--- src/sdv_pkg.sv ---
`timescale 1ns / 1ps

package sdv_pkg;

  // Block geometry.
  localparam int unsigned BLOCK_BITS = 512;
  localparam int unsigned NUM_WORDS  = 8;
  localparam int unsigned SCHED_LEN  = 16;
  localparam int unsigned QDEPTH     = 2;

  // Padding constants.
  localparam logic [7:0] PAD_MARK  = 8'h80;
  localparam logic [5:0] LEN_START = 6'd56;
  localparam logic [5:0] LAST_POS  = 6'd63;

  // One block on its way from the packer to the compression engine.
  typedef struct packed {
    logic [BLOCK_BITS-1:0] block;
    logic                  last_blk;
  } blk_job_t;

  localparam logic [31:0] INIT_HASH [NUM_WORDS] = '{
    32'h6a09e667, 32'hbb67ae85, 32'h3c6ef372, 32'ha54ff53a,
    32'h510e527f, 32'h9b05688c, 32'h1f83d9ab, 32'h5be0cd19
  };

  localparam logic [31:0] ROUND_K [64] = '{
    32'h428a2f98, 32'h71374491, 32'hb5c0fbcf, 32'he9b5dba5,
    32'h3956c25b, 32'h59f111f1, 32'h923f82a4, 32'hab1c5ed5,
    32'hd807aa98, 32'h12835b01, 32'h243185be, 32'h550c7dc3,
    32'h72be5d74, 32'h80deb1fe, 32'h9bdc06a7, 32'hc19bf174,
    32'he49b69c1, 32'hefbe4786, 32'h0fc19dc6, 32'h240ca1cc,
    32'h2de92c6f, 32'h4a7484aa, 32'h5cb0a9dc, 32'h76f988da,
    32'h983e5152, 32'ha831c66d, 32'hb00327c8, 32'hbf597fc7,
    32'hc6e00bf3, 32'hd5a79147, 32'h06ca6351, 32'h14292967,
    32'h27b70a85, 32'h2e1b2138, 32'h4d2c6dfc, 32'h53380d13,
    32'h650a7354, 32'h766a0abb, 32'h81c2c92e, 32'h92722c85,
    32'ha2bfe8a1, 32'ha81a664b, 32'hc24b8b70, 32'hc76c51a3,
    32'hd192e819, 32'hd6990624, 32'hf40e3585, 32'h106aa070,
    32'h19a4c116, 32'h1e376c08, 32'h2748774c, 32'h34b0bcb5,
    32'h391c0cb3, 32'h4ed8aa4a, 32'h5b9cca4f, 32'h682e6ff3,
    32'h748f82ee, 32'h78a5636f, 32'h84c87814, 32'h8cc70208,
    32'h90befffa, 32'ha4506ceb, 32'hbef9a3f7, 32'hc67178f2
  };

  function automatic logic [31:0] big_sigma0(input logic [31:0] v);
    return {v[1:0], v[31:2]} ^ {v[12:0], v[31:13]} ^ {v[21:0], v[31:22]};
  endfunction

  function automatic logic [31:0] big_sigma1(input logic [31:0] v);
    return {v[5:0], v[31:6]} ^ {v[10:0], v[31:11]} ^ {v[24:0], v[31:25]};
  endfunction

  function automatic logic [31:0] small_sigma0(input logic [31:0] v);
    return {v[6:0], v[31:7]} ^ {v[17:0], v[31:18]} ^ {3'b000, v[31:3]};
  endfunction

  function automatic logic [31:0] small_sigma1(input logic [31:0] v);
    return {v[16:0], v[31:17]} ^ {v[18:0], v[31:19]} ^ {10'b0, v[31:10]};
  endfunction

endpackage

--- src/sdv_block_fifo.sv ---
`timescale 1ns / 1ps

module sdv_block_fifo import sdv_pkg::*; (
  input  logic     clk,
  input  logic     rst,
  input  logic     push,
  input  blk_job_t push_job,
  output logic     full,
  input  logic     pop,
  output logic     not_empty,
  output blk_job_t head_job
);

  localparam int unsigned PTR_W = (QDEPTH > 1) ? $clog2(QDEPTH) : 1;
  localparam int unsigned CNT_W = $clog2(QDEPTH + 1);

  blk_job_t           mem [QDEPTH];
  logic [PTR_W-1:0]   wr_ptr;
  logic [PTR_W-1:0]   rd_ptr;
  logic [CNT_W-1:0]   count;

  assign full      = (count == CNT_W'(QDEPTH));
  assign not_empty = (count != '0);
  assign head_job  = mem[rd_ptr];

  // Entry storage.
  always_ff @(posedge clk) begin
    if (push) begin
      mem[wr_ptr] <= push_job;
    end
  end

  // Pointers and occupancy.
  always_ff @(posedge clk) begin
    if (rst) begin
      wr_ptr <= '0;
      rd_ptr <= '0;
      count  <= '0;
    end else begin
      if (push) begin
        wr_ptr <= (wr_ptr == PTR_W'(QDEPTH - 1)) ? '0 : wr_ptr + PTR_W'(1);
      end
      if (pop) begin
        rd_ptr <= (rd_ptr == PTR_W'(QDEPTH - 1)) ? '0 : rd_ptr + PTR_W'(1);
      end
      if (push && !pop) begin
        count <= count + CNT_W'(1);
      end else if (pop && !push) begin
        count <= count - CNT_W'(1);
      end
    end
  end

endmodule

--- config.mk ---
export PLATFORM = sky130hd
export DESIGN_NAME = sdv_block_fifo
export DESIGN_NICKNAME = d
export VERILOG_FILES = /design/src/sdv_pkg.sv /design/src/sdv_block_fifo.sv
export SDC_FILE = /design/constraint.sdc
export NUM_CORES = 1
export LEC_CHECK = 0
export BUFFER_PORTS_ARGS = -buffer_cell sky130_fd_sc_hd__buf_2
export CORE_AREA = 2 2 406 408
export CTS_BUF_LIST = sky130_fd_sc_hd__clkbuf_4 sky130_fd_sc_hd__clkbuf_8
export DETAILED_ROUTE_END_ITERATION = 8
export DIE_AREA = 0 0 408 410
export GPL_ROUTABILITY_DRIVEN = 0
export SYNTH_ARGS = -nofsm -noshare
export SYNTH_HDL_FRONTEND = slang
export SYNTH_SLANG_ARGS = --single-unit
--- constraint.sdc ---
create_clock -name clk -period 29.5 [get_ports clk]
set_clock_uncertainty 0.15 [all_clocks]
set_input_delay 5.9 -clock clk [delete_from_list [all_inputs] [get_ports clk]]
set_output_delay 5.9 -clock clk [all_outputs]
set_load 0.02 [all_outputs]
Word-level counts from Yosys, hierarchy flattened
Memories as Yosys holds them, arrays and structs flattened. A register that Yosys moved wholly into a read port is not among the register bits. Cells that the tools add are included.

Add/subtract/negate cells: 4. Multipliers: 0. Div/mod/pow operators: 0. Magnitude comparators: 0. Eq/ne operators: 1. Shift-type cells: 0. Multiplexer cells: 8. Bitwise logic cells: 0. Reductions and logical operators: 6.

Operator list (count): $mux W1 (6); $mux W2 (2); $reduce_bool A2 Y1 (2); $add A1 B1 Y1 const B (2); $add A2 B1 Y2 const B (1); $eq A2 B2 Y1 const B (1); $logic_and A1 B1 Y1 (2); $logic_not A1 Y1 (2); $sub A2 B1 Y2 const B (1).

Bits in registers: 4. Bits in latches: 0. Memory bits (writable): 1026. Memory bits (read-only): 0. Bits of input ports: 517. Output and inout port bits: 515. Word-level logic and storage cells: 23. Memories: 1.

Memories: mem (depth 2, width 513, rd ports 1, clocked after memory_dff 1, wr ports 1, line sdv_block_fifo.sv:17) `blk_job_t mem [QDEPTH];`.

Logic depth before layout (Yosys ltp)
Word-level depth: 4. Gate-level depth with buffers: 5. Mapped depth without buffers: 5.

Least setup slack after synthesis
No wires, ideal clock.

Kind: input to register. Start point: in push. End point: mem mem[0][0] (netlist name) (enable). Setup time: 1.463 ns. Data arrival time: 27.893 ns. Data required time: 27.887 ns. Slack: -0.006 ns. Stages: 1. Path buffers: 0. Path through: nor2b_1.

Word-level cells in the longest chain between the ends: 2.

Ends and longest elaborated chain: start, declared (line sdv_block_fifo.sv:6) `input logic push,`; $mux W1 (line sdv_block_fifo.sv:28) `if (push) begin`; $mux W1 (not written as such) (line sdv_block_fifo.sv:29) `mem[wr_ptr] <= push_job;`; end, declared (line sdv_block_fifo.sv:17).

No other way between the ends.

==> impl_metrics.py <==
metrics = {
    "outcome": {
        "status": "completed",
    },
    "finish": {
        "fill_cells": 16300,
        "post-route-util_pct": 29.6,
        "drive_gt1_share_pct": 63.0,
        "final_cell_count_no_fill": 5152,
        "area.growth.synth_to_final_pct": 29.2,
        "fin_nets": 3308,
    },
    "run": {
        "drv_cap": 0,
    },
    "power": {
        "cellPowerDensity_nw_per_um2": 70.4,
        "power.leakage_uw": 0.0176,
        "irDropWorstVdd_mv": 0.0458,
        "pwr-share-comb_pct": 12.7,
        "p_clk_share_pct": 36.3,
        "sw_frac_of_total_pct": 25.7,
        "p_sw_uw": 876,
        "internal-power_uw": 2530,
        "power.share.sequential_pct": 51.0,
    },
    "floorplan": {
        "die-area_sq_um": 167000,
        "die_x_um": 408,
        "die_y_um": 410,
        "start_util_pct": 22.9,
        "rows": 149,
        "core_sq_um": 163000,
        "io_pins": 1032,
    },
    "global_routing": {
        "grt_max_degree": 78,
        "grt_pass1_vias": 20700,
        "grt_use_total_pct": 12.2,
        "antenna_found_initial": 65,
        "gr-total-overflow": 0,
        "grt_pass1_wl_um": 147000,
    },
    "worst_setup_path": {
        "r2r-end": "mem[0][496]$_DFFE_PP_",
        "end_kind": "primary output",
        "arrival_ns": 6.08,
        "r2r_start": "wr_ptr$_SDFFE_PP0P_",
        "path_max_fanout": 64,
        "cp-start-kind": "flip-flop",
        "rrSetupSlack_ns": 24.62,
        "reg2regPathDepth": 6,
        "crit_end": "head_job[186]",
        "critical_path_class": "flip-flop to primary output",
        "critPathRequiredTime_ns": 23.45,
    },
    "clock_tree": {
        "cts_hold_buf": 0,
        "cts_max_level": 4,
        "cts_resized": 0,
        "clk_pin_slew_worst_paths_ns": 0.06,
        "cts_root_buf": "clkbuf_8",
        "postCtsSetupRepairBufs": 0,
        "cts.path.max_buffers": 3,
        "clock_sinks": 1031,
        "clk_latency_ns": 0.81,
        "cts_tree": "yes",
        "numCtsBuffers": 171,
    },
    "min_path": {
        "hp-class": "flip-flop to flip-flop",
    },
    "synth": {
        "yosys-top-cells-count": "1,026 x edfxtp_1, 513 x mux2_2, 53 x buf_6",
        "async_reset_ff_share_pct": 0,
        "synth.avg_cell_area_sq_um": 23.1,
        "syn-cell-area_sq_um": 37400,
        "yosys.area.top_type_share_pct": 82.4,
        "synth_edf_count": 1026,
        "yosys_warnings": 0,
        "syn-num-nets": 2136,
        "ys.flop_type": "edfxtp_1",
        "synth_most_common_cell": "edfxtp_1",
        "synth_area_leader_cell": "edfxtp_1",
        "synthCells": 1618,
        "yosysSeqAreaShare_pct": 82.6,
        "ys_ff_latch": 1031,
        "yosysUniqueCellTypes": 16,
        "synthTopCellsByArea": "edfxtp_1 82%, mux2_2 15%, buf_6 1.6%, dfxtp_1 0.27%, buf_2 0.054%",
    },
    "timing": {
        "maxSlewViolCount": 0,
        "whs_ns": 0.380,
        "finalSetupViolations": 0,
        "fin_ws_ns": 17.37,
        "finalSetupTns_ns": 0,
        "relSlewSlack_pct": 28.8,
        "hold_violations": 0,
        "fmax_ghz": 0.0825,
        "period_minus_slack_ns": 12.13,
        "worst_pin_slew_ns": 1.07,
        "grt_setup_unrepaired": "no",
        "finalCritPeriodShare_pct": 41.1,
    },
    "detailed_routing": {
        "num_vias": 20500,
        "drt_iter0_markers": 1595,
        "dr.pass1.iters": 7,
        "drc_errors": 0,
        "drt-wirelength-per-cell_um": 20.9,
        "wirelength_um": 108000,
        "antenna_left": 0,
        "viasPerCell": 3.99,
    },
    "placed_design": {
        "place_ws_ns": 18.10,
        "dp_hpwl_um": 78300,
        "port-buffer-count": 1031,
        "dpl.cell_count": 4806,
    },
}
-- cell usage in the layout (no fill, tap or decap), types with 2 or more instances in the layout --
cell and instances:
buf_2 1031, edfxtp_1 1026, mux2_2 513, clkbuf_8 174
clkbuf_4 59, diode_2 48, clkinv_1 34, buf_4 25
clkinv_2 9, inv_12 7, inv_6 6, nor2_1 4
dfxtp_1 4, bufinv_16 3, xor2_1 2, xnor2_1 2
clkinv_4 2, clkinvlp_4 2
-- power groups by stage --
stage                     logic (uW)  registers (uW)  clock network (uW)
after global placement           433            1770                   0
after CTS                        438            1740                1280
final                            432            1740                1240
after floorplan                  265            1800                   0
after detailed placement         437            1770                   0
after global routing             456            1740                1340
-- state kept, by name, indices dropped and copies added (netlist names), named ones only --
name and cells:
rd_ptr 1, count 2, mem 1026, wr_ptr 1
-- worst min-delay path by stage --
stage          cells after the start                  start  slack, ns                    end
5_1_grt                            2    rd_ptr$_SDFFE_PP0P_       0.42    rd_ptr$_SDFFE_PP0P_
3_3_place_gp                       2    rd_ptr$_SDFFE_PP0P_       0.34              flip-flop
4_1_cts                            2    rd_ptr$_SDFFE_PP0P_       0.38              flip-flop
2_1_floorplan                      2  count[1]$_SDFFE_PP0P_       0.31  count[1]$_SDFFE_PP0P_
6_report                           2    rd_ptr$_SDFFE_PP0P_       0.38              flip-flop
3_5_place_dp                       2    rd_ptr$_SDFFE_PP0P_       0.36              flip-flop
-- cell type report --
| type | instances | area [sq um] | area share [%] |
|---|---|---|---|
| multi-input combinational | 529 | 5890 | 12.2 |
| sequential | 1031 | 30900 | 63.9 |
| inverter | 1 | 3.75 | 0.00776 |
| antenna | 48 | 120 | 0.248 |
| timing repair buffer | 1056 | 5350 | 11.1 |
| clock buffer | 233 | 2840 | 5.87 |
| tap | 2189 | 2740 | 5.67 |
| clock inverter | 65 | 489 | 1.01 |
-- per-layer routing --
| layer | GRT usage, % | wire, um |
|---|---|---|
| met1 | 14.2 | 41500 |
| met3 | 5.27 | 10700 |
| met2 | 19.4 | 52300 |
| met5 | 0.891 | 80 |
| met4 | 5.56 | 3240 |
-- per-stage QoR --
step           area (sq um)  power, uW
6_report              48300       3400
5_1_grt               48300       3540
4_1_cts               48200       3460
3_5_place_dp          44900       2200
3_3_place_gp          44900       2200
2_1_floorplan         37400       2060
-- worst max-delay path, cell delays in order (launching register included) --
cell     delay, ns
dfxtp_4       0.84
buf_4         0.82
buf_4         0.74
buf_4         0.65
buf_4         0.68
buf_4         0.69
mux2_2        0.42
buf_2         0.16
-- cell families (layout without fill, tap and decap cells) --
logic type,Yosys count,in the layout,share of synthesized area (%)
muxes,513,513,15.4
adders and majority gates,1,1,0.0334
xor gates and xnor gates,4,4,0.0937
DFF,1031,1031,82.6
AOI/OAI and AO/OA,2,2,0.0267
other,0,48,0
and+or+nand+nor,9,9,0.124
buffers and inverters,58,1355,1.66
(Power assumes the default switching activity.)
