$ cat config.mk
export PLATFORM = sky130hd
export DESIGN_NAME = sdv_back
export DESIGN_NICKNAME = d
export VERILOG_FILES = /design/src/sdv_pkg.sv /design/src/sdv_back.sv
export SDC_FILE = /design/constraint.sdc
export NUM_CORES = 2
export LEC_CHECK = 0
export BUFFER_PORTS_ARGS = -buffer_cell sky130_fd_sc_hd__buf_2
export CORE_MARGIN = 3
export CORE_UTILIZATION = 40
export DETAILED_ROUTE_END_ITERATION = 8
export MAX_ROUTING_LAYER = met4
export PLACE_DENSITY = 0.6
export SLEW_MARGIN = 20
export SYNTH_ARGS = -nofsm -noshare
export SYNTH_HDL_FRONTEND = slang
export SYNTH_SLANG_ARGS = --single-unit
export TNS_END_PERCENT = 20
$ cat constraint.sdc
create_clock -name clk -period 69 [get_ports clk]
set_input_delay 6.9 -clock clk [delete_from_list [all_inputs] [get_ports clk]]
set_output_delay 6.9 -clock clk [all_outputs]
set_load 0.01 [all_outputs]
$ cat src/sdv_pkg.sv
`timescale 1ns / 1ps

package sdv_pkg;

  // Block geometry.
  localparam int unsigned BLOCK_BITS = 512;
  localparam int unsigned NUM_WORDS  = 8;
  localparam int unsigned SCHED_LEN  = 16;
  localparam int unsigned QDEPTH     = 2;

  // Padding constants.
  localparam logic [7:0] PAD_MARK  = 8'h80;
  localparam logic [5:0] LEN_START = 6'd56;
  localparam logic [5:0] LAST_POS  = 6'd63;

  // One block on its way from the packer to the compression engine.
  typedef struct packed {
    logic [BLOCK_BITS-1:0] block;
    logic                  last_blk;
  } blk_job_t;

  localparam logic [31:0] INIT_HASH [NUM_WORDS] = '{
    32'h6a09e667, 32'hbb67ae85, 32'h3c6ef372, 32'ha54ff53a,
    32'h510e527f, 32'h9b05688c, 32'h1f83d9ab, 32'h5be0cd19
  };

  localparam logic [31:0] ROUND_K [64] = '{
    32'h428a2f98, 32'h71374491, 32'hb5c0fbcf, 32'he9b5dba5,
    32'h3956c25b, 32'h59f111f1, 32'h923f82a4, 32'hab1c5ed5,
    32'hd807aa98, 32'h12835b01, 32'h243185be, 32'h550c7dc3,
    32'h72be5d74, 32'h80deb1fe, 32'h9bdc06a7, 32'hc19bf174,
    32'he49b69c1, 32'hefbe4786, 32'h0fc19dc6, 32'h240ca1cc,
    32'h2de92c6f, 32'h4a7484aa, 32'h5cb0a9dc, 32'h76f988da,
    32'h983e5152, 32'ha831c66d, 32'hb00327c8, 32'hbf597fc7,
    32'hc6e00bf3, 32'hd5a79147, 32'h06ca6351, 32'h14292967,
    32'h27b70a85, 32'h2e1b2138, 32'h4d2c6dfc, 32'h53380d13,
    32'h650a7354, 32'h766a0abb, 32'h81c2c92e, 32'h92722c85,
    32'ha2bfe8a1, 32'ha81a664b, 32'hc24b8b70, 32'hc76c51a3,
    32'hd192e819, 32'hd6990624, 32'hf40e3585, 32'h106aa070,
    32'h19a4c116, 32'h1e376c08, 32'h2748774c, 32'h34b0bcb5,
    32'h391c0cb3, 32'h4ed8aa4a, 32'h5b9cca4f, 32'h682e6ff3,
    32'h748f82ee, 32'h78a5636f, 32'h84c87814, 32'h8cc70208,
    32'h90befffa, 32'ha4506ceb, 32'hbef9a3f7, 32'hc67178f2
  };

  function automatic logic [31:0] big_sigma0(input logic [31:0] v);
    return {v[1:0], v[31:2]} ^ {v[12:0], v[31:13]} ^ {v[21:0], v[31:22]};
  endfunction

  function automatic logic [31:0] big_sigma1(input logic [31:0] v);
    return {v[5:0], v[31:6]} ^ {v[10:0], v[31:11]} ^ {v[24:0], v[31:25]};
  endfunction

  function automatic logic [31:0] small_sigma0(input logic [31:0] v);
    return {v[6:0], v[31:7]} ^ {v[17:0], v[31:18]} ^ {3'b000, v[31:3]};
  endfunction

  function automatic logic [31:0] small_sigma1(input logic [31:0] v);
    return {v[16:0], v[31:17]} ^ {v[18:0], v[31:19]} ^ {10'b0, v[31:10]};
  endfunction

endpackage

$ cat src/sdv_back.sv
`timescale 1ns / 1ps

module sdv_back import sdv_pkg::*; (
  input  logic         clk,
  input  logic         rst,
  input  logic         job_valid,
  input  blk_job_t     job,
  output logic         pop,
  input  logic [255:0] expected,
  output logic         out_valid,
  input  logic         out_ready,
  output logic [31:0]  digest_word,
  output logic [2:0]   word_number,
  output logic         last_word,
  output logic         digest_matches
);

  typedef enum logic [1:0] {B_IDLE, B_ROUND, B_ADD, B_OUT} back_state_t;

  back_state_t  state;
  logic [31:0]  hash [NUM_WORDS];
  logic [31:0]  r [NUM_WORDS];
  logic [31:0]  wr [SCHED_LEN];
  logic [5:0]   round;
  logic         last_job;
  logic [2:0]   word_idx;

  logic [31:0]  t1;
  logic [31:0]  t2;
  logic [31:0]  w_new;
  logic         hash_match;
  logic         load_out;

  assign pop = (state == B_IDLE) && job_valid;

  // One compression round and one schedule word.
  always_comb begin
    t1 = r[7] + big_sigma1(r[4]) + ((r[4] & r[5]) ^ (~r[4] & r[6]))
         + ROUND_K[round] + wr[0];
    t2 = big_sigma0(r[0]) + ((r[0] & r[1]) ^ (r[0] & r[2]) ^ (r[1] & r[2]));
    w_new = small_sigma1(wr[14]) + wr[9] + small_sigma0(wr[1]) + wr[0];
  end

  // Full digest compare against the expected registers.
  assign hash_match = ({hash[0], hash[1], hash[2], hash[3],
                        hash[4], hash[5], hash[6], hash[7]} == expected);

  assign load_out = (state == B_OUT) && (!out_valid || out_ready);

  // Compression sequencer and output register.
  always_ff @(posedge clk) begin
    if (rst) begin
      state     <= B_IDLE;
      out_valid <= 1'b0;
      round     <= '0;
      word_idx  <= '0;
      for (int i = 0; i < NUM_WORDS; i++) begin
        hash[i] <= INIT_HASH[i];
      end
    end else begin
      if (out_valid && out_ready && !load_out) begin
        out_valid <= 1'b0;
      end
      unique case (state)
        B_IDLE: begin
          if (job_valid) begin
            for (int i = 0; i < SCHED_LEN; i++) begin
              wr[i] <= job.block[BLOCK_BITS-1-32*i -: 32];
            end
            for (int i = 0; i < NUM_WORDS; i++) begin
              r[i] <= hash[i];
            end
            last_job <= job.last_blk;
            round    <= '0;
            state    <= B_ROUND;
          end
        end
        B_ROUND: begin
          r[0] <= t1 + t2;
          r[1] <= r[0];
          r[2] <= r[1];
          r[3] <= r[2];
          r[4] <= r[3] + t1;
          r[5] <= r[4];
          r[6] <= r[5];
          r[7] <= r[6];
          for (int i = 0; i < SCHED_LEN - 1; i++) begin
            wr[i] <= wr[i+1];
          end
          wr[SCHED_LEN-1] <= w_new;
          round <= round + 6'd1;
          if (round == 6'd63) begin
            state <= B_ADD;
          end
        end
        B_ADD: begin
          for (int i = 0; i < NUM_WORDS; i++) begin
            hash[i] <= hash[i] + r[i];
          end
          word_idx <= '0;
          state    <= last_job ? B_OUT : B_IDLE;
        end
        B_OUT: begin
          if (load_out) begin
            out_valid      <= 1'b1;
            digest_word    <= hash[word_idx];
            word_number    <= word_idx;
            last_word      <= (word_idx == 3'd7);
            digest_matches <= (word_idx == 3'd7) && hash_match;
            word_idx       <= word_idx + 3'd1;
            // The last word is out; start the next message from the initial hash.
            if (word_idx == 3'd7) begin
              for (int i = 0; i < NUM_WORDS; i++) begin
                hash[i] <= INIT_HASH[i];
              end
              state <= B_IDLE;
            end
          end
        end
        default: state <= B_IDLE;
      endcase
    end
  end

endmodule

# After elaboration in Yosys (flattened, before gate mapping)

Memories as Yosys holds them, arrays and structs flattened. A register that Yosys moved wholly into a read port is not among the register bits.
Cells that the tools add are included.

ROM bits: 2048
Output and inout port bits: 39
Bits of input ports: 773
Bits in writable memories: 1024
Register bits after elaboration: 18
Word-level logic and storage cells: 190
Memories kept: 4

Equality and inequality tests: 10
Bitwise logic cells: 59
Muxes and demuxes: 72
Reductions and logical operators: 16
Order comparisons: 1
Add/subtract/negate cells: 20

Memory list:

| name             | words | bits a word | read ports | clocked after Yosys merged registers in | wr ports | line           | source |
|---|---|---|---|---|---|---|---|
| (name not given) | 64    | 32          | 1          | 0                                       | 0        | sdv_back.sv:39 | `+ ROUND_K[round] + wr[0];` |
| wr               | 16    | 32          | 16         | 0                                       | 16       | sdv_back.sv:23 | `logic [31:0] wr [SCHED_LEN];` |
| hash             | 8     | 32          | 9          | 1                                       | 8        | sdv_back.sv:21 | `logic [31:0] hash [NUM_WORDS];` |
| r                | 8     | 32          | 8          | 0                                       | 8        | sdv_back.sv:22 | `logic [31:0] r [NUM_WORDS];` |

Operators with widths:

| kind                                                           | count |
|---|---|
| 32-bit two-way mux                                             | 42 |
| 32-bit adder                                                   | 18 |
| 32-bit XOR                                                     | 9 |
| 256-bit equality test                                          | 1 |
| 32-bit AND                                                     | 5 |
| 1-bit OR                                                       | 40 |
| 32-bit NOT                                                     | 1 |
| 32-bit by 22-bit XOR with 32-bit output                        | 1 |
| 32-bit by 29-bit XOR with 32-bit output                        | 1 |
| 1-bit two-way mux                                              | 20 |
| 6-bit one-hot mux with 2 select lines                          | 1 |
| 2-bit two-way mux                                              | 5 |
| 2-bit one-hot mux with 4 select lines                          | 1 |
| 7-bit >= comparator (second input constant)                    | 1 |
| 6-bit NOT with 7-bit output                                    | 1 |
| 6-bit by 1-bit adder with 6-bit output (second input constant) | 1 |
| 6-bit equality test (second input constant)                    | 1 |
| 6-bit two-way mux                                              | 1 |
| 2-bit != test (second input constant)                          | 3 |
| 3-bit one-hot mux with 2 select lines                          | 1 |
| 3-bit AND reduction                                            | 2 |
| 1-bit logical AND                                              | 5 |
| 2-bit equality test (second input constant)                    | 2 |
| 2-bit AND reduction                                            | 2 |
| other kinds (11)                                               | 13 |

# Longest topological paths before layout

Depth after elaboration: 8
Depth in mapped cells: 41
Mapped depth without buffers: 39

# Least setup slack after synthesis

OpenSTA, ideal clock, no wires.

Path kind: input port to flip-flop
Start point: input port rst
End point: memory r[0][0] (enable)
Cell stages on the path: 3
Data arrival time: 59.306 ns
Path slack: 6.850 ns
Setup time: 2.844 ns
Cells stage by stage: clkbuf_1 > clkbuf_1 > nor3_1

RTL lines:

| what               | line           | source |
|---|---|---|
| start: declaration | sdv_back.sv:5  | `input logic rst,` |
| end: declaration   | sdv_back.sv:22 |  |

# Final worst setup path

Start point: input port job_valid
End point: output port pop

Word-level cells in the longest chain between the ends: 1

Ends and longest elaborated chain:

| what               | line           | source |
|---|---|---|
| start: declaration | sdv_back.sv:6  | `input logic job_valid,` |
| 1-bit logical AND  | sdv_back.sv:34 | `assign pop = (state == B_IDLE) && job_valid;` |
| end: declaration   | sdv_back.sv:8  | `output logic pop,` |

No other way between the ends.

==> metrics.md <==
| Metric | Value |
|---|---|
| CP top delay family | simple AND/OR/NAND/NOR gates |
| Hold buffers post-CTS | 0 |
| Core box area | 184000 um2 |
| CTS tree | built |
| Worst path bufs/invs | 3 |
| Layout cell share with drive strength beyond 1 | 0.180 |
| Crit-path max FO | 6 |
| I/O Pins | 812 |
| Postcts setup bufs | 0 |
| Gates resized, CTS repair | 0 |
| Post-detailed-route DRC marker count | 0 |
| Synth Flop Type | edfxtp_1 |
| Slew Limit Fails | 0 |
| FFs w/ async S/R, synth | 0 |
| Final period utilization | 0.211 |
| Crit path capture type | primary output |
| Hold Startpoint | wr[0][219]$_DFFE_PP_ |
| Max incr delay on CP | 350 ps |
| Crit Path Category | input pin to primary output |
| Post-synth top area cell | edfxtp_1 |
| Reg2reg end | r[0][31]$_DFFE_PP_ |
| Synthesized net count | 8971 |
| Vias in the first global route | about 60000 |
| Required @ worst endpoint | 62100 ps |
| Yosys cell types | 89 |
| Fmax achieved | 68.7 MHz |
| Area contributors post-synth | edfxtp_1, nand2_1, ha_1 |
| Post-route setup TNS | 0 ps |
| First-pass DRT Iterations | 6 |
| Drt via density | 5.90 |
| Reg-to-reg startpoint | round[0]$_SDFFE_PP0P_ |
| Critical path depth | 5 |
| Commonest non-fill, non-tap cells in the layout | nand2_1, edfxtp_1, buf_2, inv_1, o21ai_0 |
| Tot GR Track Use | 0.369 |
| Largest net degree at the start of global routing | 196 |
| Max_cap viols | 0 |
| Worst Hold Class | flip-flop to flip-flop |
| Final setup vio count | 0 |
| Routed WL per cell | 32.4 um |
| RSZ-0062 raised after global routing | no |
| Max-slew headroom | 0.0921 |
| Area of the die | 191000 um2 |
| Worst-Skew Late Latency | 820 ps |
| Mean Syn Cell Area | 9.79 um2 |
| Die Height | around 440 um |
| Port bufs | approximately 810 |
| Post-route ant nets | 0 |
| Initial antenna violation count | 101 |
| First-pass GRT wire length | roughly 480 mm |
| Die Width | about 440 um |
| Post-synth EDFFs | just over 900 |
| Mapped Area | 74500 um2 |
| WL final | 354 mm |
| FP Rows | 157 |
| Final Wtd Congestion | 1.08 |
| Grt ovf | 0 |
| Final hold violations | 0 |
| Crit-path cells | buf_2 -> nand2b_1 -> or2_2 -> inv_1 -> buf_2 |
| Detailed placer's ending HPWL | 286 mm |
| DR iter-0 viols | a little over 8000 |
| Post-synth top area share | 0.377 |
| Syn Inst Count | 7608 |
| Synth-to-layout area growth | 14.9% |
| Clk slew on worst S/H paths | 60 ps |
| CP startpoint kind | input pin |
| Crit-path slowest cell | or2_2 |
| Crit path capture | pop |
| Status | finished, final reports clean |
| R2r setup slk | between 50000 and 60000 ps |
| Fillers | 17587 |
| Layout Nets | 9658 |
| H-tree levels | 4 |
| Max clock buf depth | 3 |
| Clk root buf | clkbuf_16 |
| Most used cell, CP | buf_2 |
| Initial Util | 0.405 |
| Tmin final | 14550 ps |
| Seq/Total Area, Yosys | 0.414 |
| Setup crit start | job_valid |
| Post-synthesis register bit count | 1074 |
| Vias | 64595 |
| Ys Warns | 0 |
| CTS buffer count | 133 |
| Clk sink count | 1074 |
| Worst-margin pin slew | 1360 ps |
| R2R depth | 39 |
| Layout Skew | between 50 and 60 ps |
| Most common cell after layout, fill and taps aside | nand2_1 |
| CP arrival | 7650 ps |
[state kept, by name, indices dropped and copies added, names as in the netlist]
signal,flops
digest_matches,1
digest_word,32
hash,256
last_job,1
last_word,1
out_valid,1
r,256
round,6
state,2
word_idx,3
word_number,3
wr,512
[through the flow]
step                       util  std cells  setup slack (ps)  area, um2  hold slack (ps)
after floorplan               -       7608              6850      74500              435
after global placement    0.441      10624             54440      81100              490
after detailed placement  0.441      10624             54450      81100              491
after CTS                 0.464      10864             54440      85400              495
after global routing      0.465      10934             54420      85600              518
final                     0.465      10943             54450      85600              496
[logic make-up after synthesis]
| family | share of synthesized area |
|---|---|
| compound gates | 0.138 |
| flops | 0.414 |
| xor+xnor | 0.0833 |
| buf+inv | 0.0397 |
| fa+ha+maj | 0.119 |
| mux | 0.0652 |
| simple gates | 0.140 |
[synthesized netlist by cell type, drive strengths merged (17+ instances only)]
cell / n
a211oi: 46
a21o: 192
a21oi: 359
a221oi: 59
a22o: 20
a31oi: 42
and2: 17
and3: 23
buf: 25
clkbuf: 325
dfxtp: 140
edfxtp: 934
fa: 195
ha: 395
inv: 435
mux2: 280
mux2i: 17
mux4: 68
nand2: 1695
nand2b: 60
nand3: 78
nand4: 46
nor2: 310
nor2b: 44
nor3: 82
nor4: 46
o211ai: 37
o21a: 58
o21ai: 441
o21bai: 38
o22ai: 63
o2bb2ai: 24
o311ai: 19
o31ai: 26
or2: 19
or3: 34
xnor2: 412
xor2: 294
[cell type report]
type	instances	area (um2)	share of cell area
Antenna cell	79	198	0.00231
Sequential cell	1074	30900	0.361
Timing Repair Buffer	902	4800	0.0560
Clock buffer	169	3520	0.0412
Clock inverter	71	721	0.00842
Inverter	438	1650	0.0192
Multi-Input combinational cell	5746	40800	0.476
Tap cell	2464	3080	0.0360
[worst reg2reg max path, delay by kind of cell (launching register included)]
kind / cells / cell delay (ps)
adders and majority gates: 8 / 3930
DFF: 1 / 300
and+or+nand+nor: 10 / 2320
xor gates and xnor gates: 3 / 770
buffers and inverters: 6 / 1320
AOI/OAI and AO/OA: 12 / 3110
[worst min path at each step]
stage / endpoint / slack (ps) / cells after the start
CTS: wr[0][187]$_DFFE_PP_ / 500 / 2
global placement: wr[0][145]$_DFFE_PP_ / 490 / 2
floorplan: word_number[2]$_DFFE_PP_ / 430 / 0
global route: wr[0][122]$_DFFE_PP_ / 520 / 2
finish: wr[0][187]$_DFFE_PP_ / 500 / 2
detailed placement: wr[0][119]$_DFFE_PP_ / 490 / 2
[per-layer routing]
metal | global-route usage | up-vias | part of all wire
met5 | - | - | 0
met4 | 0.176 | 0 | 0.057
met3 | 0.0770 | 658 | 0.092
met2 | 0.555 | 3416 | 0.45
met1 | 0.474 | 32074 | 0.40
li1 | - | 28447 | -
Power is left out: the tool's default activity adds up to more than one toggle a clock period on the data nets, which glitch-free logic cannot reach.
