[src/sdv_pkg.sv]
`timescale 1ns / 1ps

package sdv_pkg;

  // Block geometry.
  localparam int unsigned BLOCK_BITS = 512;
  localparam int unsigned NUM_WORDS  = 8;
  localparam int unsigned SCHED_LEN  = 16;
  localparam int unsigned QDEPTH     = 2;

  // Padding constants.
  localparam logic [7:0] PAD_MARK  = 8'h80;
  localparam logic [5:0] LEN_START = 6'd56;
  localparam logic [5:0] LAST_POS  = 6'd63;

  // One block on its way from the packer to the compression engine.
  typedef struct packed {
    logic [BLOCK_BITS-1:0] block;
    logic                  last_blk;
  } blk_job_t;

  localparam logic [31:0] INIT_HASH [NUM_WORDS] = '{
    32'h6a09e667, 32'hbb67ae85, 32'h3c6ef372, 32'ha54ff53a,
    32'h510e527f, 32'h9b05688c, 32'h1f83d9ab, 32'h5be0cd19
  };

  localparam logic [31:0] ROUND_K [64] = '{
    32'h428a2f98, 32'h71374491, 32'hb5c0fbcf, 32'he9b5dba5,
    32'h3956c25b, 32'h59f111f1, 32'h923f82a4, 32'hab1c5ed5,
    32'hd807aa98, 32'h12835b01, 32'h243185be, 32'h550c7dc3,
    32'h72be5d74, 32'h80deb1fe, 32'h9bdc06a7, 32'hc19bf174,
    32'he49b69c1, 32'hefbe4786, 32'h0fc19dc6, 32'h240ca1cc,
    32'h2de92c6f, 32'h4a7484aa, 32'h5cb0a9dc, 32'h76f988da,
    32'h983e5152, 32'ha831c66d, 32'hb00327c8, 32'hbf597fc7,
    32'hc6e00bf3, 32'hd5a79147, 32'h06ca6351, 32'h14292967,
    32'h27b70a85, 32'h2e1b2138, 32'h4d2c6dfc, 32'h53380d13,
    32'h650a7354, 32'h766a0abb, 32'h81c2c92e, 32'h92722c85,
    32'ha2bfe8a1, 32'ha81a664b, 32'hc24b8b70, 32'hc76c51a3,
    32'hd192e819, 32'hd6990624, 32'hf40e3585, 32'h106aa070,
    32'h19a4c116, 32'h1e376c08, 32'h2748774c, 32'h34b0bcb5,
    32'h391c0cb3, 32'h4ed8aa4a, 32'h5b9cca4f, 32'h682e6ff3,
    32'h748f82ee, 32'h78a5636f, 32'h84c87814, 32'h8cc70208,
    32'h90befffa, 32'ha4506ceb, 32'hbef9a3f7, 32'hc67178f2
  };

  function automatic logic [31:0] big_sigma0(input logic [31:0] v);
    return {v[1:0], v[31:2]} ^ {v[12:0], v[31:13]} ^ {v[21:0], v[31:22]};
  endfunction

  function automatic logic [31:0] big_sigma1(input logic [31:0] v);
    return {v[5:0], v[31:6]} ^ {v[10:0], v[31:11]} ^ {v[24:0], v[31:25]};
  endfunction

  function automatic logic [31:0] small_sigma0(input logic [31:0] v);
    return {v[6:0], v[31:7]} ^ {v[17:0], v[31:18]} ^ {3'b000, v[31:3]};
  endfunction

  function automatic logic [31:0] small_sigma1(input logic [31:0] v);
    return {v[16:0], v[31:17]} ^ {v[18:0], v[31:19]} ^ {10'b0, v[31:10]};
  endfunction

endpackage

[src/sdv_front.sv]
`timescale 1ns / 1ps

module sdv_front import sdv_pkg::*; (
  input  logic       clk,
  input  logic       rst,
  input  logic       in_valid,
  output logic       in_ready,
  input  logic [7:0] data_byte,
  input  logic       final_byte,
  input  logic       q_full,
  output logic       push,
  output blk_job_t   push_job
);

  typedef enum logic {F_DATA, F_PAD} front_state_t;

  front_state_t           state;
  logic [5:0]             fill;
  logic                   mark_pending;
  logic                   wrap;
  logic [63:0]            bit_length;
  logic [BLOCK_BITS-1:0]  block_sr;

  logic       have_byte;
  logic [7:0] byte_val;
  logic       len_phase;
  logic       at_end;
  logic       wr_byte;

  // The length bytes go in once the mark is placed and no extra block is due.
  assign len_phase = (state == F_PAD) && !mark_pending && !wrap && (fill >= LEN_START);
  assign at_end    = (fill == LAST_POS);
  assign have_byte = (state == F_DATA) ? in_valid : 1'b1;

  // Select the byte that enters the block: message data, the pad mark,
  // the length field or zero fill.
  always_comb begin
    if (state == F_DATA) begin
      byte_val = data_byte;
    end else if (mark_pending) begin
      byte_val = PAD_MARK;
    end else if (len_phase) begin
      byte_val = bit_length[63:56];
    end else begin
      byte_val = 8'h00;
    end
  end

  // A byte that closes a block waits for room in the queue.
  assign wr_byte  = have_byte && (!at_end || !q_full);
  assign in_ready = (state == F_DATA) && (!at_end || !q_full);
  assign push     = wr_byte && at_end;

  assign push_job.block    = {block_sr[BLOCK_BITS-9:0], byte_val};
  assign push_job.last_blk = len_phase;

  // Byte packing and padding sequencer.
  always_ff @(posedge clk) begin
    if (rst) begin
      state        <= F_DATA;
      fill         <= '0;
      mark_pending <= 1'b0;
      wrap         <= 1'b0;
      bit_length   <= '0;
    end else if (wr_byte) begin
      fill <= fill + 6'd1;
      unique case (state)
        F_DATA: begin
          bit_length <= bit_length + 64'd8;
          if (final_byte) begin
            state        <= F_PAD;
            mark_pending <= 1'b1;
          end
        end
        F_PAD: begin
          // A mark in the last slot closes its block itself, so the length
          // goes straight into the next block.
          if (mark_pending) begin
            mark_pending <= 1'b0;
            wrap         <= (fill >= LEN_START) && !at_end;
          end else if (wrap && at_end) begin
            wrap <= 1'b0;
          end
          // Shifting the length out leaves it zero for the next message.
          if (len_phase) begin
            bit_length <= {bit_length[55:0], 8'h00};
            if (at_end) begin
              state <= F_DATA;
            end
          end
        end
        default: state <= F_DATA;
      endcase
    end
  end

  // Block shift line; the first byte of the block ends up on top.
  always_ff @(posedge clk) begin
    if (wr_byte) begin
      block_sr <= {block_sr[BLOCK_BITS-9:0], byte_val};
    end
  end

endmodule

[config.mk]
export PLATFORM = sky130hd
export DESIGN_NAME = sdv_front
export DESIGN_NICKNAME = d
export VERILOG_FILES = /design/src/sdv_pkg.sv /design/src/sdv_front.sv
export SDC_FILE = /design/constraint.sdc
export NUM_CORES = 1
export LEC_CHECK = 0
export BUFFER_PORTS_ARGS = -buffer_cell sky130_fd_sc_hd__buf_2
export CAP_MARGIN = 20
export CELL_PAD_IN_SITES_DETAIL_PLACEMENT = 1
export CELL_PAD_IN_SITES_GLOBAL_PLACEMENT = 1
export CORE_ASPECT_RATIO = 1.75
export CORE_UTILIZATION = 46
export CTS_BUF_LIST = sky130_fd_sc_hd__clkbuf_8 sky130_fd_sc_hd__clkbuf_16
export DETAILED_ROUTE_END_ITERATION = 8
export GPL_TIMING_DRIVEN = 0
export PLACE_DENSITY = 0.91
export SLEW_MARGIN = 5
export SYNTH_ARGS = -nofsm -noshare
export SYNTH_HDL_FRONTEND = slang
export SYNTH_SLANG_ARGS = --single-unit
[constraint.sdc]
create_clock -name clk -period 51.7 [get_ports clk]
set_input_delay 10.34 -clock clk [delete_from_list [all_inputs] [get_ports clk]]
set_output_delay 10.34 -clock clk [all_outputs]
set_load 0.01 [all_outputs]
=== Yosys cells after proc, flatten, opt, wreduce, memory -nomap -nowiden ===
Cells that the tools add are included.

* Output and inout bits: 515
* Logic and storage cells: 44
* Register bits after elaboration: 577

* Reduce and logical (&&, ||, !) cells: 17
* Mux-type cells: 14
* Equal/unequal tests: 3
* Magnitude comparators: 1
* Bitwise gates (word level): 1
* $add $sub $neg: 2

{| class="wikitable"
|+ Operators with widths
! kind !! number
|-
| $pmux 64 s2 || 1
|-
| $add 64x4->64 const B || 1
|-
| $mux 64 || 1
|-
| $mux 8 || 3
|-
| $logic_and 1x1->1 || 8
|-
| $mux 1 || 7
|-
| $add 6x1->6 const B || 1
|-
| $eq 6x6->1 const B || 1
|-
| $ge 6x6->1 const B || 1
|-
| $logic_not 1->1 || 4
|-
| $pmux 1 s2 || 2
|-
| $reduce_and 2->1 || 2
|-
| $reduce_and 3->1 || 1
|-
| $ne 2x1->1 const B || 1
|-
| $ne 2x2->1 const B || 1
|-
| $reduce_bool 2->1 || 1
|-
| $logic_or 1x1->1 || 1
|-
| $not 1->1 || 1
|}

=== Longest topological paths before layout ===
* Depth in word-level cells: 7
* Depth in mapped cells: 9
* Depth with buffers taken out: 6

=== Worst setup path before layout ===
No wires, ideal clock.

* Kind: in2reg
* From: input port q_full
* To: register fill[4]
* Stages on the path: 6
* Data arrival time: 37.359 ns
* Path buffers: 1
* Path slack: 14.271 ns
* Data required time: 51.630 ns
* Cell sequence: and3_1 -> clkbuf_1 -> a21oi_1 -> nand4_1 -> xor2_1 -> nor2_1

* Longest elaborated chain between the ends: 3

{| class="wikitable"
|+ Ends and longest elaborated chain
! item !! line !! text
|-
| start, declared || sdv_front.sv:10 || <nowiki>input logic q_full,</nowiki>
|-
| $logic_not 1->1 || sdv_front.sv:50 || <nowiki>assign wr_byte = have_byte && (!at_end || !q_full);</nowiki>
|-
| $logic_or 1x1->1 || sdv_front.sv:50 ||
|-
| $logic_and 1x1->1 || sdv_front.sv:50 ||
|-
| named net wr_byte || sdv_front.sv:28 || <nowiki>logic wr_byte;</nowiki>
|-
| end signal, assigned || sdv_front.sv:66 || <nowiki>fill <= fill + 6'd1;</nowiki>
|-
| end, declared || sdv_front.sv:18 || <nowiki>logic [5:0] fill;</nowiki>
|}

The timed path passes the listed nets, and every way through them passes these cells.
A chain may end at the register's enable or synchronous reset.

=== Worst setup path in the final report ===
* From: input port q_full
* To: output port in_ready

* Longest elaborated chain between the ends: 3

{| class="wikitable"
|+ Ends and longest elaborated chain
! item !! line !! text
|-
| $logic_not 1->1 || sdv_front.sv:51 || <nowiki>assign in_ready = (state == F_DATA) && (!at_end || !q_full);</nowiki>
|-
| $logic_or 1x1->1 || sdv_front.sv:51 ||
|-
| $logic_and 1x1->1 || sdv_front.sv:51 ||
|-
| end, declared || sdv_front.sv:7 || <nowiki>output logic in_ready,</nowiki>
|}

Every way passes these cells.

==> results.sh <==
export IMPL_outcome="finished clean"
export IMPL_io_pins=528
export IMPL_crit_type="in -> out"
export IMPL_muxShareOfSynthArea_pct=0.814
export IMPL_dp_slack_ps=29310
export IMPL_drv_cap=0
export IMPL_vias=13900
export IMPL_nets=1788
export IMPL_coreArea_sq_um=43200
export IMPL_gp_congestion=1.01
export IMPL_grt_max_degree=37
export IMPL_route_detailed_drc=0
export IMPL_synth_edf_count=504
export IMPL_critPathMaxStageDelay_ps=720
export IMPL_clockBufferDepth=3
export IMPL_rsz0062_at_grt="no"
export IMPL_viasPerCell=5.86
export IMPL_cts_htree_levels=2
export IMPL_timing_fmax_ghz=0.0445
export IMPL_setup_slack_ps=29210
export IMPL_post_cts_setup_buffer_count=0
export IMPL_report_final_slew_viol_count=0
export IMPL_synth_top_family_by_area="simple AND/OR/NAND/NOR gates"
export IMPL_ant_nets=0
export IMPL_overflow=0
export IMPL_antenna_found_initial=0
export IMPL_port_buffers=527
export IMPL_powerDensity_nw_per_um2=41.3
export IMPL_dp_cells=2282
export IMPL_clkSinkCount=574
export IMPL_cts_tree="yes"
export IMPL_worstHoldPathType="reg -> reg"
export IMPL_synth_cell_types=62
export IMPL_die_area_sq_um=44600
export IMPL_path_clk_slew_ps=60
export IMPL_rows=101
export IMPL_syn_avg_cell_area_sq_um=17.2
export IMPL_worstPathRequired_ps=41360
export IMPL_synth_simple_area_share_pct=9.21
export IMPL_clk_latency_ps=570
export IMPL_drt_iter0_markers=1194
export IMPL_firstDrtPassIters=5
export IMPL_cts_root_buf="clkbuf_16"
export IMPL_arrival_ps=12150
export IMPL_start_util_pct=46.6
export IMPL_synth_fp_nets=1187
export IMPL_ir_worst_vdd_mv=0.0378
export IMPL_grt_use_total_pct=28.3
export IMPL_crit_slowest_cell="nor2_1"
export IMPL_drive_gt1_share_pct=35.9
export IMPL_grt_pass1_vias=14300
export IMPL_n_fill_cell=4245
export IMPL_ctsResizeCount=0
export IMPL_yosys_warnings=0
export IMPL_cts_buffers_inserted=52
export IMPL_yosysSeqAreaShare_pct=82.2
export IMPL_cp_top_family="simple AND/OR/NAND/NOR gates"
export IMPL_synth_xor_area_share_pct=0.522
export IMPL_grt_pass1_wl_microns=93400
export IMPL_crit_path_cell_trace="buf_2 -> nand3_1 -> nor2_1 -> clkbuf_1 -> nor2_1 -> buf_2"
export IMPL_drt_wl_total_microns=64500
export IMPL_antenna_cells=0
export IMPL_netlist_instances=1171
export IMPL_startpoint_type="input port"
export IMPL_period_needed_ps=22490
export IMPL_skew_ps=26.4
export IMPL_hpwl_microns=46100
export IMPL_hold_buffers=0
export IMPL_synthAdderAreaFrac_pct=0.187
export IMPL_die_h_microns=279
export IMPL_async_flop_share_pct=0
export IMPL_end_kind="output port"
export IMPL_setup_violations=0
export IMPL_path_buf_inv=3
export IMPL_wire_per_inst_microns=27.1
export IMPL_period_share_pct=43.5
export IMPL_netlist_area_sq_um=20100
export IMPL_synth_seq_cells=574
export IMPL_areaGrowthSynthToFinish_pct=26.9
export IMPL_setup_tns_ps=0
export IMPL_die_w_microns=160
export IMPL_finalHoldViolations=0
export IMPL_critPathMaxFanout=10
export IMPL_finalNonFillerCells=2379
export IMPL_tightest_slew_ps=1160
export IMPL_synthFlopType="edfxtp_1"
export IMPL_maxSlewHeadroom_pct=22.6
export IMPL_p_leak_uw=0.00969
export IMPL_synth_compound_area_share_pct=5.58
==> power breakdown <==
part	switching, uW	internal (uW)
Combinational	62.4	33.0
Clock	169	208
Sequential	27.0	556
==> logic make-up (layout without fill, tap and decap cells) <==
family,after synthesis,in the layout
DFF,574,574
and+or+nand+nor,335,335
AOI/OAI and AO/OA,155,155
buffers and inverters,76,718
muxes,16,16
xor gates and xnor gates,12,12
adders and majority gates,3,3
==> stage by stage <==
step	utilization (%)	hold WS (ps)	total power, uW	cell area (sq um)
2_1_floorplan	-	488	645	20100
3_3_place_gp	54.3	425	705	23500
3_5_place_dp	55.3	428	687	23900
4_1_cts	59.1	447	1060	25500
5_1_grt	59.1	455	1080	25500
6_report	59.1	444	1060	25500
==> Yosys cell counts, types with 3 or more instances <==
| library cell | n | area [sq um] |
|---|---|---|
| a21oi_1 | 21 | 105 |
| a221oi_1 | 4 | 35.0 |
| a222oi_1 | 6 | 60.1 |
| a22o_1 | 8 | 70.1 |
| a22oi_1 | 25 | 188 |
| a311oi_1 | 4 | 35.0 |
| a31oi_1 | 21 | 131 |
| a32oi_1 | 3 | 26.3 |
| and2_1 | 5 | 31.3 |
| and3_1 | 16 | 100 |
| and4_1 | 5 | 43.8 |
| buf_2 | 7 | 35.0 |
| clkbuf_1 | 51 | 191 |
| dfxtp_1 | 70 | 1400 |
| edfxtp_1 | 504 | 15100 |
| ha_1 | 3 | 37.5 |
| inv_1 | 12 | 45.0 |
| mux2_2 | 3 | 33.8 |
| mux2i_1 | 13 | 130 |
| nand2_1 | 43 | 161 |
| nand3_1 | 47 | 235 |
| nand3b_1 | 4 | 30.0 |
| nand4_1 | 46 | 288 |
| nor2_1 | 62 | 233 |
| nor2b_1 | 7 | 43.8 |
| nor3_1 | 22 | 110 |
| nor3b_1 | 5 | 37.5 |
| nor4_1 | 28 | 175 |
| nor4b_1 | 3 | 26.3 |
| o211ai_1 | 13 | 97.6 |
| o21a_1 | 3 | 22.5 |
| o21ai_0 | 12 | 60.1 |
| o221ai_1 | 10 | 87.6 |
| o22ai_1 | 5 | 31.3 |
| or2_2 | 4 | 25.0 |
| or3_1 | 6 | 37.5 |
| or4_1 | 22 | 165 |
| xnor2_1 | 5 | 43.8 |
| xor2_1 | 7 | 61.3 |
==> cell usage in the layout, fill, tap and decap left out, types with 23 or more instances in the layout <==
cell       count
nand4_1       46
clkbuf_1      51
dfxtp_1       70
a22oi_1       25
clkbuf_16     53
nor2_1        62
nand2_1       43
nor4_1        28
edfxtp_1     504
buf_2        535
inv_1         23
nand3_1       47
==> cell type report <==
cell class	instances	area (sq um)	share of cell area, %
plain buffers	64	259	1.01
clock buffers	54	1340	5.25
clock inverters	41	307	1.20
inverters	12	45.0	0.176
multi-input cells	521	3300	12.9
flip-flops and latches	574	16500	64.7
well taps	566	708	2.77
repair buffers	547	3050	11.9
==> metal layers <==
| layer | wire length [microns] | vias up | GRT usage [%] |
|---|---|---|---|
| met4 | 3610 | 0 | 15.5 |
| met5 | 0 | - | 0 |
| met1 | 21900 | 6941 | 30.1 |
| met2 | 34200 | 869 | 51.6 |
| met3 | 4820 | 235 | 6.09 |
| li1 | - | 5901 | - |
==> final timing paths <==
check	slack [ps]	start	depth (start not counted)	end
worst max register to register	48010	fill[0]$_SDFFE_PP0P_	9	bit_length[11]$_SDFFE_PP0P_
worst min register to register	440	block_sr[230]$_DFFE_PP_	0	block_sr[238]$_DFFE_PP_
worst min-delay path	440	block_sr[230]$_DFFE_PP_	0	block_sr[238]$_DFFE_PP_
worst max-delay path	29210	q_full	6	in_ready
==> flip-flops by register name, indices dropped and copies added, names as in the netlist <==
register	count
mark_pending	1
state	1
fill	6
block_sr	504
bit_length	61
wrap	1
(Power assumes the default switching activity.)
